**src/rtl/plet_pkg.sv**
```systemverilog
// Shared constants and types for the priority LRU eviction table.
`default_nettype none
package plet_pkg;
   localparam int ENTRIES = 32;
   localparam int PLACES  = 4;
   localparam int IDX_W   = $clog2(ENTRIES);
   localparam int CNT_W   = $clog2(ENTRIES + 1);
   localparam int PL_W    = $clog2(PLACES);
   localparam int STAMP_W = 48;
   localparam int SUM_W   = 45;
   localparam logic [STAMP_W-1:0] STAMP_TOP = '1;
   localparam logic [2:0] RANK_TOP = 3'd4;

   localparam logic [2:0] ACT_ADD    = 3'd0;
   localparam logic [2:0] ACT_REMOVE = 3'd1;
   localparam logic [2:0] ACT_TOUCH  = 3'd2;
   localparam logic [2:0] ACT_RANK   = 3'd3;
   localparam logic [2:0] ACT_PLACE  = 3'd4;
   localparam logic [2:0] ACT_SEL1   = 3'd5;
   localparam logic [2:0] ACT_SELSZ  = 3'd6;

   localparam logic [1:0] STAT_OK     = 2'd0;
   localparam logic [1:0] STAT_ABSENT = 2'd1;
   localparam logic [1:0] STAT_FULL   = 2'd2;

   typedef struct packed {
      logic [2:0]         rank;
      logic [STAMP_W-1:0] stamp;
   } order_type;
endpackage
`default_nettype wire

```
**src/rtl/plet_rank_cmp.sv**
```systemverilog
// Eviction order compare: is the candidate evicted before the current best.
`default_nettype none
module plet_rank_cmp
   import plet_pkg::*;
(
   input  wire logic      best_valid,
   input  wire order_type cand,
   input  wire order_type best,
   output logic           better
);
   always_comb begin
      better = !best_valid || (cand.rank > best.rank) ||
               ((cand.rank == best.rank) && (cand.stamp < best.stamp));
   end
endmodule
`default_nettype wire

```
**config.mk**
```make
export PLATFORM = sky130hd
export DESIGN_NAME = plet_rank_cmp
export DESIGN_NICKNAME = d
export VERILOG_FILES = /design/src/rtl/plet_pkg.sv /design/src/rtl/plet_rank_cmp.sv
export SDC_FILE = /design/constraint.sdc
export NUM_CORES = 1
export LEC_CHECK = 0
export BUFFER_PORTS_ARGS = -buffer_cell sky130_fd_sc_hd__buf_4
export CORE_ASPECT_RATIO = 0.7
export CORE_MARGIN = 2
export CORE_UTILIZATION = 44
export DETAILED_ROUTE_END_ITERATION = 7
export GPL_ROUTABILITY_DRIVEN = 0
export PLACE_DENSITY = 0.94
export SLEW_MARGIN = 10
export SYNTH_ARGS = -nofsm -noshare
export SYNTH_HDL_FRONTEND = slang
export SYNTH_SLANG_ARGS = --single-unit
```
**constraint.sdc**
```tcl
create_clock -name vclk -period 2.65
set_input_delay 0 -clock vclk [all_inputs]
set_output_delay 0 -clock vclk [all_outputs]
set_load 0.03 [all_outputs]
```
Word-level counts from Yosys, hierarchy flattened:

Cells that the tools add are included.
W data, S select, Z words.

* logic and storage cells: 7
* input bits: 103
* register bits after elaboration: 0

* $lt $le $gt $ge: 2
* reduce and logical (&&, ||, !) cells: 4
* equal/unequal tests: 1

Operators with widths (count)
* $lt A48 B48 Y1: 1
* $eq A3 B3 Y1: 1
* $gt A3 B3 Y1: 1
* $logic_or A1 B1 Y1: 2
* $logic_and A1 B1 Y1: 1
* $logic_not A1 Y1: 1

Depth between registers and ports, before layout:

Gate-level depths: netlist of the first run.

* depth in word-level cells: 3
* mapped depth: 8

Least setup slack after synthesis of the first run:

OpenSTA, ideal clock, no wires.

* path kind: input -> output
* start: input port best[47] (netlist bit)
* end: output port better
* arrival time: 1.590 ns
* slack: 1.060 ns
* cell stages on the path: 8
* buffers on the path: 0
* cell sequence: inv_1 ha_1 nand4_2 nor4_2 a22o_1 nor4_2 o41ai_1 o21ai_1

* cells in the longest elaborated chain, start to end: 3

RTL lines
* from (decl): line plet_rank_cmp.sv:8 `input wire order_type best,`
* $lt A48 B48 Y1: line plet_rank_cmp.sv:13 `((cand.rank == best.rank) && (cand.stamp < best.stamp));`
* $logic_and A1 B1 Y1: line plet_rank_cmp.sv:13
* $logic_or A1 B1 Y1: line plet_rank_cmp.sv:12 `better = !best_valid || (cand.rank > best.rank) ||`
* to (decl): line plet_rank_cmp.sv:9 `output logic better`

Every way passes these cells.

Worst setup path after layout of the first run:

* start: input port cand[47] (netlist bit)
* end: output port better

* cells in the longest elaborated chain, start to end: 3

RTL lines
* from (decl): line plet_rank_cmp.sv:7 `input wire order_type cand,`
* $lt A48 B48 Y1: line plet_rank_cmp.sv:13
* $logic_and A1 B1 Y1: line plet_rank_cmp.sv:13
* $logic_or A1 B1 Y1: line plet_rank_cmp.sv:12

Every way passes these cells.

==> summary by stage, run 1 <==
Global routing
The number of global-route vias before repair came to 1,523. The all-layer global routing usage is 20.9%. The initial antenna violation count is 0.

Entering global routing, the biggest net connects 5 pins. The first-pass GRT wire length is 6110 um. For this run the aggregate overflow at the end of global routing stands at 0.

Synthesis
After synthesis the cells add up to 1330 um^2. In this run the biggest area consumer among cell types represents 47.0% of the synthesized area. The warning count from the yosys run is 0. By area, the combinational part of the netlist is dominated by adder cells. The post-synthesis adder-cell area fraction is 47.0%. The post-synthesis mux area share is 0%. The biggest area contributor in the post-synthesis netlist is sky130_fd_sc_hd__ha_1. After synthesis, the cell types taking the most area are sky130_fd_sc_hd__ha_1 (47%), sky130_fd_sc_hd__inv_1 (15%), sky130_fd_sc_hd__a21oi_1 (7.1%), sky130_fd_sc_hd__nand2_1 (4.2%), sky130_fd_sc_hd__a2111oi_4 (4.1%). The average instance area after synthesis is 7.31 um^2. The xor/xnor share of the synthesized area is 0%. The fraction of the mapped netlist area in compound gates is 21.4%.

The post-synthesis instance total is 182. The commonest cells after synthesis are sky130_fd_sc_hd__inv_1 (52), sky130_fd_sc_hd__ha_1 (50), sky130_fd_sc_hd__a21oi_1 (19). The synthesized netlist contains 25 unique library cells. The simple-gate share of the synthesized area is 16.9%.

The total nets after synthesis is 335. The register area share after synthesis is 0%. The most repeated cell in the gate-level netlist after synthesis is sky130_fd_sc_hd__inv_1.

Outcome
The flow ran to the end, and the final reports show no timing, DRC or antenna violations.

Place
Once placement completed, the tool counted placed cells totaling 322. The wire-length estimate of the detail-placed layout is 3540 um. During placement, the flow inserted port buffers numbering 104.

Finish
The number of standard cells in the layout, taps in and fillers out is 322. The number of diodes is 0. The design has 0 sequential cells. The post-route netlist has 39.5% of its cells at a drive strength greater than 1. The relative area change from synthesis to final layout is 62.0%.

The sequential cells in the finished layout cover a total of 0 um^2. The clock buffer count in the final layout is 0. At the end of the flow, the number of nets in the layout was 441.

Floorplanning
The count of pins on the block boundary is 104. Measured along the y axis, the die boundary spans 50.0 um. The floorplan has 16 rows. The area of the die is 3490 um^2. The die outline width is 69.7 um. For this configuration, the core starts out at a cell density of 46.8%. The area inside the core boundary is 2840 um^2.

Job
Max-cap violations in this run came to 0.

STA
Setup violations remaining at the end of the flow were counted as 0. Of the available clock period, the critical path in the final layout requires 61.9%. The hold violation count in the final report came to 0. The maximum clock frequency is 609 MHz. The worst max-slew margin expressed relative to the limit is 76.6%.

After layout, the minimum clock period comes to 1.64 ns. The transition time at the pin with the least slew margin is 0.342 ns. Final hold analysis gives a worst-case slack of 0.439 ns. The max-slew violation count is 0. The final sum of negative setup slack is 0 ns. Setup repair after global routing left no endpoint under its margin.

Route
The detail route stage leaves a number of antenna-violating nets equal to 0. The routed length on met2 is 1840 um. The wire length per cell is 11.6 um. The number of DRC violations after detailed routing is 0. Dividing the detail-routed via count by the number of cells gives 4.84. The highest routing layer actually used is met3. Across all layers, the routed design uses 1,559 vias. Detailed routing placed a total of 244 um of wire on met3. For this block, wires on met1 add up to 1650 um. The total length of routed wires is 3730 um. The number of design-rule violations left by the first detailed-router iteration is 12. The number of detailed-routing iterations run before antenna repair is 3.

Setup path
The startpoint class of the critical path is an input port. The worst-path maximum fanout is 3. Data on the critical path arrives at its endpoint at 1.64 ns. STA puts the critical path data required time at 2.65 ns. The critical path capture point type is an output port.

The critical path in this run is classified as input port to output port.

Pwr
The worst IR drop on VDD is 0.0000693 V. The power density of the placed cells is 142 nW/um^2. In this run the static leakage power is 1.33 nW.

Clock tree
The number of hold-repair buffers added at the cts stage is 0. The number of instances resized during post-cts repair is 0. The post-CTS setup repair buffer count is 0.

Min path
The class of the tightest hold or removal check is input port to output port.
-- layer usage --
metal	GRT usage (%)	up-vias
li1	-	835
met1	26.7	676
met2	40.2	48
met3	2.04	0
met4	0.321	0
met5	0	-
-- where the power goes --
part	internal, mW	switching [mW]
combinational	0.180	0.126
clock	0	0
sequential	0	0
total	0.180	0.126
-- kinds of logic after synthesis --
kind of cell | Yosys count
compound gates | 40
fa+ha+maj | 50
buf+inv | 52
simple gates | 40
-- path summary, 6_finish.rpt --
| kind | startpoint | cells past startpoint | to | slack [ns] |
|---|---|---|---|---|
| worst max-delay path | cand[47] | 9 | better | 1.01 |
| worst min-delay path | best_valid | 5 | better | 0.44 |
-- cells in the final DEF, fill, tap and decap left out, drive strengths merged --
cell type / netlist / final
nand3: 5 / 5
a221oi: 1 / 1
or2: 1 / 1
nand2b: 1 / 1
ha: 50 / 50
nor3: 1 / 1
a2111oi: 3 / 3
a21oi: 21 / 21
nor4: 2 / 2
and4: 1 / 1
a22o: 1 / 1
o21ai: 7 / 7
and3: 1 / 1
nand2: 15 / 15
inv: 52 / 52
o41ai: 1 / 1
a21o: 4 / 4
a211o: 1 / 1
o2111ai: 1 / 1
nand4: 7 / 7
nor2: 6 / 6
buf: 0 / 104
-- final cells by class --
type | count | area [um^2]
timing repair buffer | 104 | 781
tap | 36 | 45.0
multi-input combinational | 130 | 1140
inverter | 52 | 195
fill | 246 | 686
-- critical path: stages --
cell and delay (ns):
sky130_fd_sc_hd__buf_4 0.11, sky130_fd_sc_hd__ha_1 0.34, sky130_fd_sc_hd__nand4_2 0.14, sky130_fd_sc_hd__nor4_2 0.07
sky130_fd_sc_hd__a22o_1 0.24, sky130_fd_sc_hd__nor4_2 0.31, sky130_fd_sc_hd__o41ai_1 0.13, sky130_fd_sc_hd__o21ai_1 0.13
sky130_fd_sc_hd__buf_4 0.17
-- stage by stage --
step           worst slack (ns)  power [mW]  area [um^2]  utilization (%)
3_3_place_gp               1.05       0.292         2160             75.9
4_1_cts                    1.01       0.308         2160             75.9
2_1_floorplan              1.06       0.150         1330                -
6_report                   1.01       0.306         2160             75.9
3_5_place_dp               1.01       0.306         2160             75.9
5_1_grt                   0.854       0.345         2160             75.9
(Power assumes the default switching activity.)
==> run 2: changes to the inputs <==
--- a/config.mk
+++ b/config.mk
@@ -8,10 +8,10 @@
 export BUFFER_PORTS_ARGS = -buffer_cell sky130_fd_sc_hd__buf_4
 export CORE_ASPECT_RATIO = 0.7
 export CORE_MARGIN = 2
-export CORE_UTILIZATION = 44
+export CORE_UTILIZATION = 42
 export DETAILED_ROUTE_END_ITERATION = 7
 export GPL_ROUTABILITY_DRIVEN = 0
-export PLACE_DENSITY = 0.94
+export PLACE_DENSITY = 0.91
 export SLEW_MARGIN = 10
 export SYNTH_ARGS = -nofsm -noshare
 export SYNTH_HDL_FRONTEND = slang
==> constraint.sdc (replaced) <==
create_clock -name vclk -period 1.55
set_input_delay 0 -clock vclk [all_inputs]
set_output_delay 0 -clock vclk [all_outputs]
set_load 0.03 [all_outputs]
==> summary by stage, run 2 (same netlist as run 1, synthesis figures left out) <==
Outcome
The flow ran to the end, but the final reports show violations. The final reports fail on setup timing.

Finish
The number of diodes is 0 (unchanged). The area taken by flip-flops and latches is 0 um^2 (unchanged). The clock buffer count in the final layout is 0 (unchanged). The commonest non-fill, non-tap cell in the layout is sky130_fd_sc_hd__buf_4. The summed area of non-filler cells in the final layout came to 2530 um^2 (+17%).

The number of nets at the end of the flow is 448 (+1.6%). The final core area utilization is 81.9% (+6.1 points). In the layout the commonest cells are sky130_fd_sc_hd__buf_4 (108), sky130_fd_sc_hd__inv_1 (40), sky130_fd_sc_hd__ha_1 (34), sky130_fd_sc_hd__ha_4 (15), sky130_fd_sc_hd__a21oi_1 (14). The number of standard cells in the layout, taps in and fillers out is 331 (+2.8%).

The area growth from synthesis to layout is 89.8%. The share of cells above drive strength 1 is 55.3% (+16 points). The final sequential cell count is 0 (unchanged).

Route
The average vias per placed instance was 5.03 (+4.0%). The number of DRC violations after detailed routing is 0 (unchanged). The wire length per cell is 13.1 um (+13%).

The final antenna-violating net count is 0 (unchanged). The number of design-rule violations left by the first detailed-router iteration is 24 (+12). The total length of routed wires was 4340 um (+16%). The count of vias placed by the detailed router is 1,666 (+6.9%).

The number of detailed-routing iterations run before antenna repair came to 4 (+1).

Place
The HPWL after detailed placement is 3370 um (-4.9%). The number of instances in the placed design came to 330 (+2.5%). The quantity of I/O buffers inserted on ports is 104 (unchanged). The instance area after placement is 2210 um^2 (+2.4%).

Setup path
The number of gates on the worst path with buffers counted came to 9 (unchanged). The most critical setup path has its startpoint at cand[30]. The buffering stage count on the worst path with inverters included is 2 (unchanged). The delay contributed by the slowest stage of the critical path came to 0.31 ns (-0.03 ns). The standard cell with the maximum stage delay on the critical path is sky130_fd_sc_hd__ha_1. The worst setup path is captured at an output port.

Broken down by cell family, the worst path's largest delay share belongs to simple AND/OR/NAND/NOR gates. Traced cell by cell, the critical path runs through buf_4 > ha_1 > nand4_1 > or2_4 > nor3_2 > o2111ai_2 > nand3_1 > o21ai_2 > buf_6. The worst-path maximum fanout came to 4 (+1).

The critical path in this run is classified as input port to output port. The capturing instance or port of the critical path is better. The arrival time of data at the critical path endpoint came to 1.57 ns (-0.07 ns). The required time of the critical path is 1.55 ns (-1.10 ns). The worst setup path is launched from an input port.

Global routing
The leftover overflow at the end of global routing came to 0 (unchanged). The all-layer global routing usage came to 22.6% (+1.8 points). The first-pass GRT wire length is 6780 um (+11%). The number of global-route vias before repair is 1,637 (+7.5%).

The maximum number of pins on one net before global-route repair is 5 (unchanged). The initial antenna violation count is 0 (unchanged).

Job
The max-cap violation count is 0 (unchanged).

Floorplanning
The total number of placement rows is 17 (+1). The initial standard-cell utilization of the core was 43.2% (-3.7 points). The die outline width came to 71.3 um (+2.2%). The area inside the core boundary is 3080 um^2 (+8.5%).

The area of the die came to 3640 um^2 (+4.4%). The count of pins on the block boundary is 104 (unchanged). The vertical die dimension was 51.1 um (+2.2%).

STA
The hold violation count in the final report is 0 (unchanged). The transition time at the pin with the least slew margin is 0.350 ns (+0.00783 ns). Setup repair after global routing could not meet its margin everywhere.

The number of setup violations in the final report is 1 (+1). The worst max-slew margin expressed relative to the limit is 76.7% (about the same). For the finished layout, the period the worst path requires is 1.57 ns. The final sum of negative setup slack is -0.0196 ns (-0.0196 ns). The maximum clock frequency is 637 MHz.

Of the available clock period, the critical path in the final layout requires 101%. The max-slew violation count came to 0 (unchanged). The worst setup margin is -0.0196 ns (-1.03 ns).

Min path
The worst hold path belongs to the class input port to output port. The hold-critical path depth is 5 (unchanged).

Clock tree
The number of hold-repair buffers added at the cts stage is 0 (unchanged).

Pwr
The worst IR drop on VDD is 0.000192 V (+180%). The power density of the placed cells is 269 nW/um^2 (+90%). The post-layout total power is 0.680 mW (+120%). The cell leakage power was 1.37 nW (+3.1%).
-- run 2: changes by cell type in the layout (fill, tap and decap cells not counted), moves of 3 or more --
| cell | change |
|---|---|
| sky130_fd_sc_hd__nand2_1 | -3 |
| sky130_fd_sc_hd__inv_4 | +4 |
| sky130_fd_sc_hd__inv_2 | +8 |
| sky130_fd_sc_hd__a21oi_2 | +4 |
| sky130_fd_sc_hd__buf_6 | +3 |
| sky130_fd_sc_hd__ha_4 | +15 |
| sky130_fd_sc_hd__buf_4 | +4 |
| sky130_fd_sc_hd__inv_1 | -12 |
| sky130_fd_sc_hd__ha_1 | -16 |
| sky130_fd_sc_hd__a21oi_1 | -5 |
-- run 2: metal layers --
| metal | vias up | GRT usage (%) | part of all wire (%) |
|---|---|---|---|
| met3 | 4 | 3.55 | 7.3 |
| met1 | 753 | 25.8 | 40 |
| li1 | 852 | - | - |
| met4 | 0 | 1.57 | 0.62 |
| met5 | - | 0 | 0 |
| met2 | 57 | 45.8 | 52 |
-- run 2: cell type report --
type	count	area, um^2
multi-input cells	130	1430
well taps	38	47.5
inverters	52	205
fillers	211	557
repair buffers	111	845
-- run 2: power by group --
group	switching (mW)	internal [mW]
sequential	0	0
combinational	0.284	0.396
clock	0	0
-- run 2: worst min path at each step --
stage,from,endpoint,slack (ns)
2_1_floorplan,best_valid,better,0.24
3_3_place_gp,best_valid,better,0.44
3_5_place_dp,best_valid,better,0.44
4_1_cts,best_valid,better,0.44
5_1_grt,best_valid,better,0.47
6_report,best_valid,better,0.45
-- run 2: stage by stage --
stage          hold slack [ns]  setup slack [ns]
2_1_floorplan            0.238            0.0854
3_3_place_gp             0.436           -0.0586
3_5_place_dp             0.441           -0.0812
4_1_cts                  0.440          0.000487
5_1_grt                  0.470           -0.0849
6_report                 0.447           -0.0196
-- run 2: timing repair --
item                       4_1_cts  5_1_grt
setup endpoints to repair        1        1
pin swaps                       11       17
resized for setup               27       30
buffers inserted                 0        1
-- run 2: tightest hold or removal path, stage by stage --
cell and delay, ns:
sky130_fd_sc_hd__buf_4 0.10, sky130_fd_sc_hd__o21ai_0 0.10, sky130_fd_sc_hd__a21oi_2 0.05, sky130_fd_sc_hd__o21ai_2 0.06, sky130_fd_sc_hd__buf_6 0.13
==> run 3: changes to the inputs <==
--- a/config.mk
+++ b/config.mk
@@ -11,6 +11,7 @@
 export CORE_UTILIZATION = 42
 export DETAILED_ROUTE_END_ITERATION = 7
 export GPL_ROUTABILITY_DRIVEN = 0
+export MAX_ROUTING_LAYER = met4
 export PLACE_DENSITY = 0.91
 export SLEW_MARGIN = 10
 export SYNTH_ARGS = -nofsm -noshare
==> summary by stage, run 3 (same netlist as run 1, synthesis figures left out) <==
Route
The number of DRC violations after detailed routing came to 0 (unchanged). The count of vias placed by the detailed router is 1,684 (+1.1%). The number of design-rule violations left by the first detailed-router iteration is 20 (-17%). The final antenna-violating net count is 0 (unchanged). The number of detailed-routing iterations run before antenna repair is 4 (unchanged). The average vias per placed instance came to 5.09 (+1.1%).

The wire length per cell came to 13.2 um (+0.37%). The total length of routed wires came to 4360 um (+0.37%).

STA
The max-slew violation count is 0 (unchanged). The transition time at the pin with the least slew margin is 0.349 ns (-0.000954 ns). The worst setup margin is -0.0197 ns (-0.000167 ns). The worst max-slew margin expressed relative to the limit is 76.7% (about the same). The fraction of the cycle the final worst path needs is 101% (about the same). The time the worst path needs with I/O delays and setup is 1.57 ns (+0.000167 ns).

The hold violation count in the final report came to 0 (unchanged). The maximum clock frequency is 637 MHz (about the same). Setup repair after global routing could not meet its margin everywhere. The number of setup violations in the final report was 1 (unchanged).

Pwr
The worst IR drop on VDD is 0.000193 V (+0.28%). The switching part of the total power is 41.8% (about the same). The combinational group share of total power is 100.0% (about the same). The cell-internal power was 0.397 mW (about the same). The switching power summed over all nets was 0.284 mW (+0.18%).

The clock network fraction of design power was 0% (unchanged). The power density of the placed cells is 269 nW/um^2 (about the same). The cell leakage power is 1.37 nW (unchanged). The fraction of power consumed by sequential logic is 0% (unchanged).

Finish
The relative area change from synthesis to final layout is 89.8% (unchanged). The area taken by flip-flops and latches is 0 um^2 (unchanged). The final sequential cell count is 0 (unchanged).

The clock buffer count in the final layout came to 0 (unchanged). The number of standard cells in the layout, taps in and fillers out is 331 (unchanged). The number of nets at the end of the flow came to 448 (unchanged).

Leaving out fill and tap cells, the most frequent cells in the layout are sky130_fd_sc_hd__buf_4 (108), sky130_fd_sc_hd__inv_1 (40), sky130_fd_sc_hd__ha_1 (34), sky130_fd_sc_hd__ha_4 (15), sky130_fd_sc_hd__a21oi_1 (14). The share of cells above drive strength 1 is 55.3% (unchanged). The number of diodes is 0 (unchanged). Leaving out fill and tap cells, the most frequent cell in the layout is sky130_fd_sc_hd__buf_4.

Floorplanning
The count of pins on the block boundary came to 104 (unchanged). The vertical die dimension was 51.1 um (unchanged). The die outline width is 71.3 um (unchanged).

The initial standard-cell utilization of the core is 43.2% (unchanged). The area of the die is 3640 um^2 (unchanged). The total number of placement rows is 17 (unchanged).

The area inside the core boundary was 3080 um^2 (unchanged).

Global routing
The all-layer global routing usage was 23.3% (+0.66 points). The number of global-route vias before repair was 1,637 (unchanged). The maximum number of pins on one net before global-route repair is 5 (unchanged).

The first-pass GRT wire length came to 6780 um (+0.10%). The initial antenna violation count was 0 (unchanged). The leftover overflow at the end of global routing is 0 (unchanged).

Setup path
The required time of the critical path is 1.55 ns (about the same). STA classifies the critical path endpoint as an output port. The signal on the critical path passes through buf_4 > ha_1 > nand4_1 > or2_4 > nor3_2 > o2111ai_2 > nand3_1 > o21ai_2 > buf_6. The setup path with the least slack is of type input port to output port. The startpoint class of the critical path is an input port.

Among all stages on the critical path, the largest delay is contributed by sky130_fd_sc_hd__ha_1. The arrival time of data at the critical path endpoint is 1.57 ns (about the same). The worst-path maximum fanout is 4 (unchanged). The delay contributed by the slowest stage of the critical path came to 0.31 ns (about the same).

Min path
The worst hold path belongs to the class input port to output port. The startpoint identified for the worst hold timing path is best_valid. The hold-critical path depth is 5 (unchanged). The end point of the worst hold path is better.

Outcome
The final reports fail on setup timing. The flow ran to the end, but the final reports show violations.

Place
The worst setup slack before clock tree synthesis is -0.0812 ns (unchanged). The quantity of I/O buffers inserted on ports is 104 (unchanged). The HPWL after detailed placement is 3370 um (unchanged). The number of instances in the placed design is 330 (unchanged).

Clock tree
The number of hold-repair buffers added at the cts stage is 0 (unchanged).

Job
The max-cap violation count is 0 (unchanged).
[run 3: metal layers]
metal | track usage [%] | part of all wire (%) | wire length [um] | vias up
li1 | - | - | - | 851
met1 | 26.7 | 41 | 1770 | 767
met2 | 45.8 | 52 | 2280 | 62
met3 | 2.37 | 6.4 | 277 | 4
met4 | 1.57 | 0.62 | 27 | 0
met5 | - | 0 | 0 | -
[run 3: power groups by stage]
| stage | combinational [mW] | sequential, mW | clock [mW] |
|---|---|---|---|
| 3_3_place_gp | 0.516 | 0 | 0 |
| 3_5_place_dp | 0.536 | 0 | 0 |
| 6_report | 0.681 | 0 | 0 |
| 2_1_floorplan | 0.259 | 0 | 0 |
| 5_1_grt | 0.754 | 0 | 0 |
| 4_1_cts | 0.614 | 0 | 0 |
[run 3: layout make-up]
class | instances | area [um^2]
Multi-Input combinational cell | 130 | 1430
Fill cell | 211 | 557
Inverter | 52 | 205
Tap cell | 38 | 47.5
Timing Repair Buffer | 111 | 845
[run 3: worst max-delay path by stage]
stage	from	end	slack [ns]	depth (start not counted)
floorplan	best[26]	better	0.09	8
global placement	cand[26]	better	-0.06	9
global route	best[35]	better	-0.08	10
finish	cand[30]	better	-0.02	9
CTS	cand[30]	better	0.0005	9
detailed placement	cand[47]	better	-0.08	9
[run 3: metrics by stage]
step	cell area (um^2)	power (mW)	TNS (ns)	util (%)	hold WS (ns)
after global placement	2210	0.516	-0.0586	71.6	0.436
after CTS	2420	0.614	0	78.6	0.440
after detailed placement	2210	0.536	-0.0812	71.6	0.441
after global routing	2530	0.754	-0.0849	81.9	0.470
final	2530	0.681	-0.0197	81.9	0.454
after floorplan	1340	0.259	0	-	0.238
[run 3: critical path, delay by kind of cell]
kind	cells	cell delay [ns]
fa+ha+maj	1	0.31
simple gates	4	0.80
buf+inv	2	0.25
compound gates	2	0.20
[run 3: what timing repair did]
| action | in CTS | in global routing |
|---|---|---|
| setup endpoints to repair | 1 | 1 |
| pin swaps | 11 | 17 |
| buffers inserted | 0 | 1 |
| gates resized for setup | 27 | 30 |
| gates cloned | 0 | 0 |
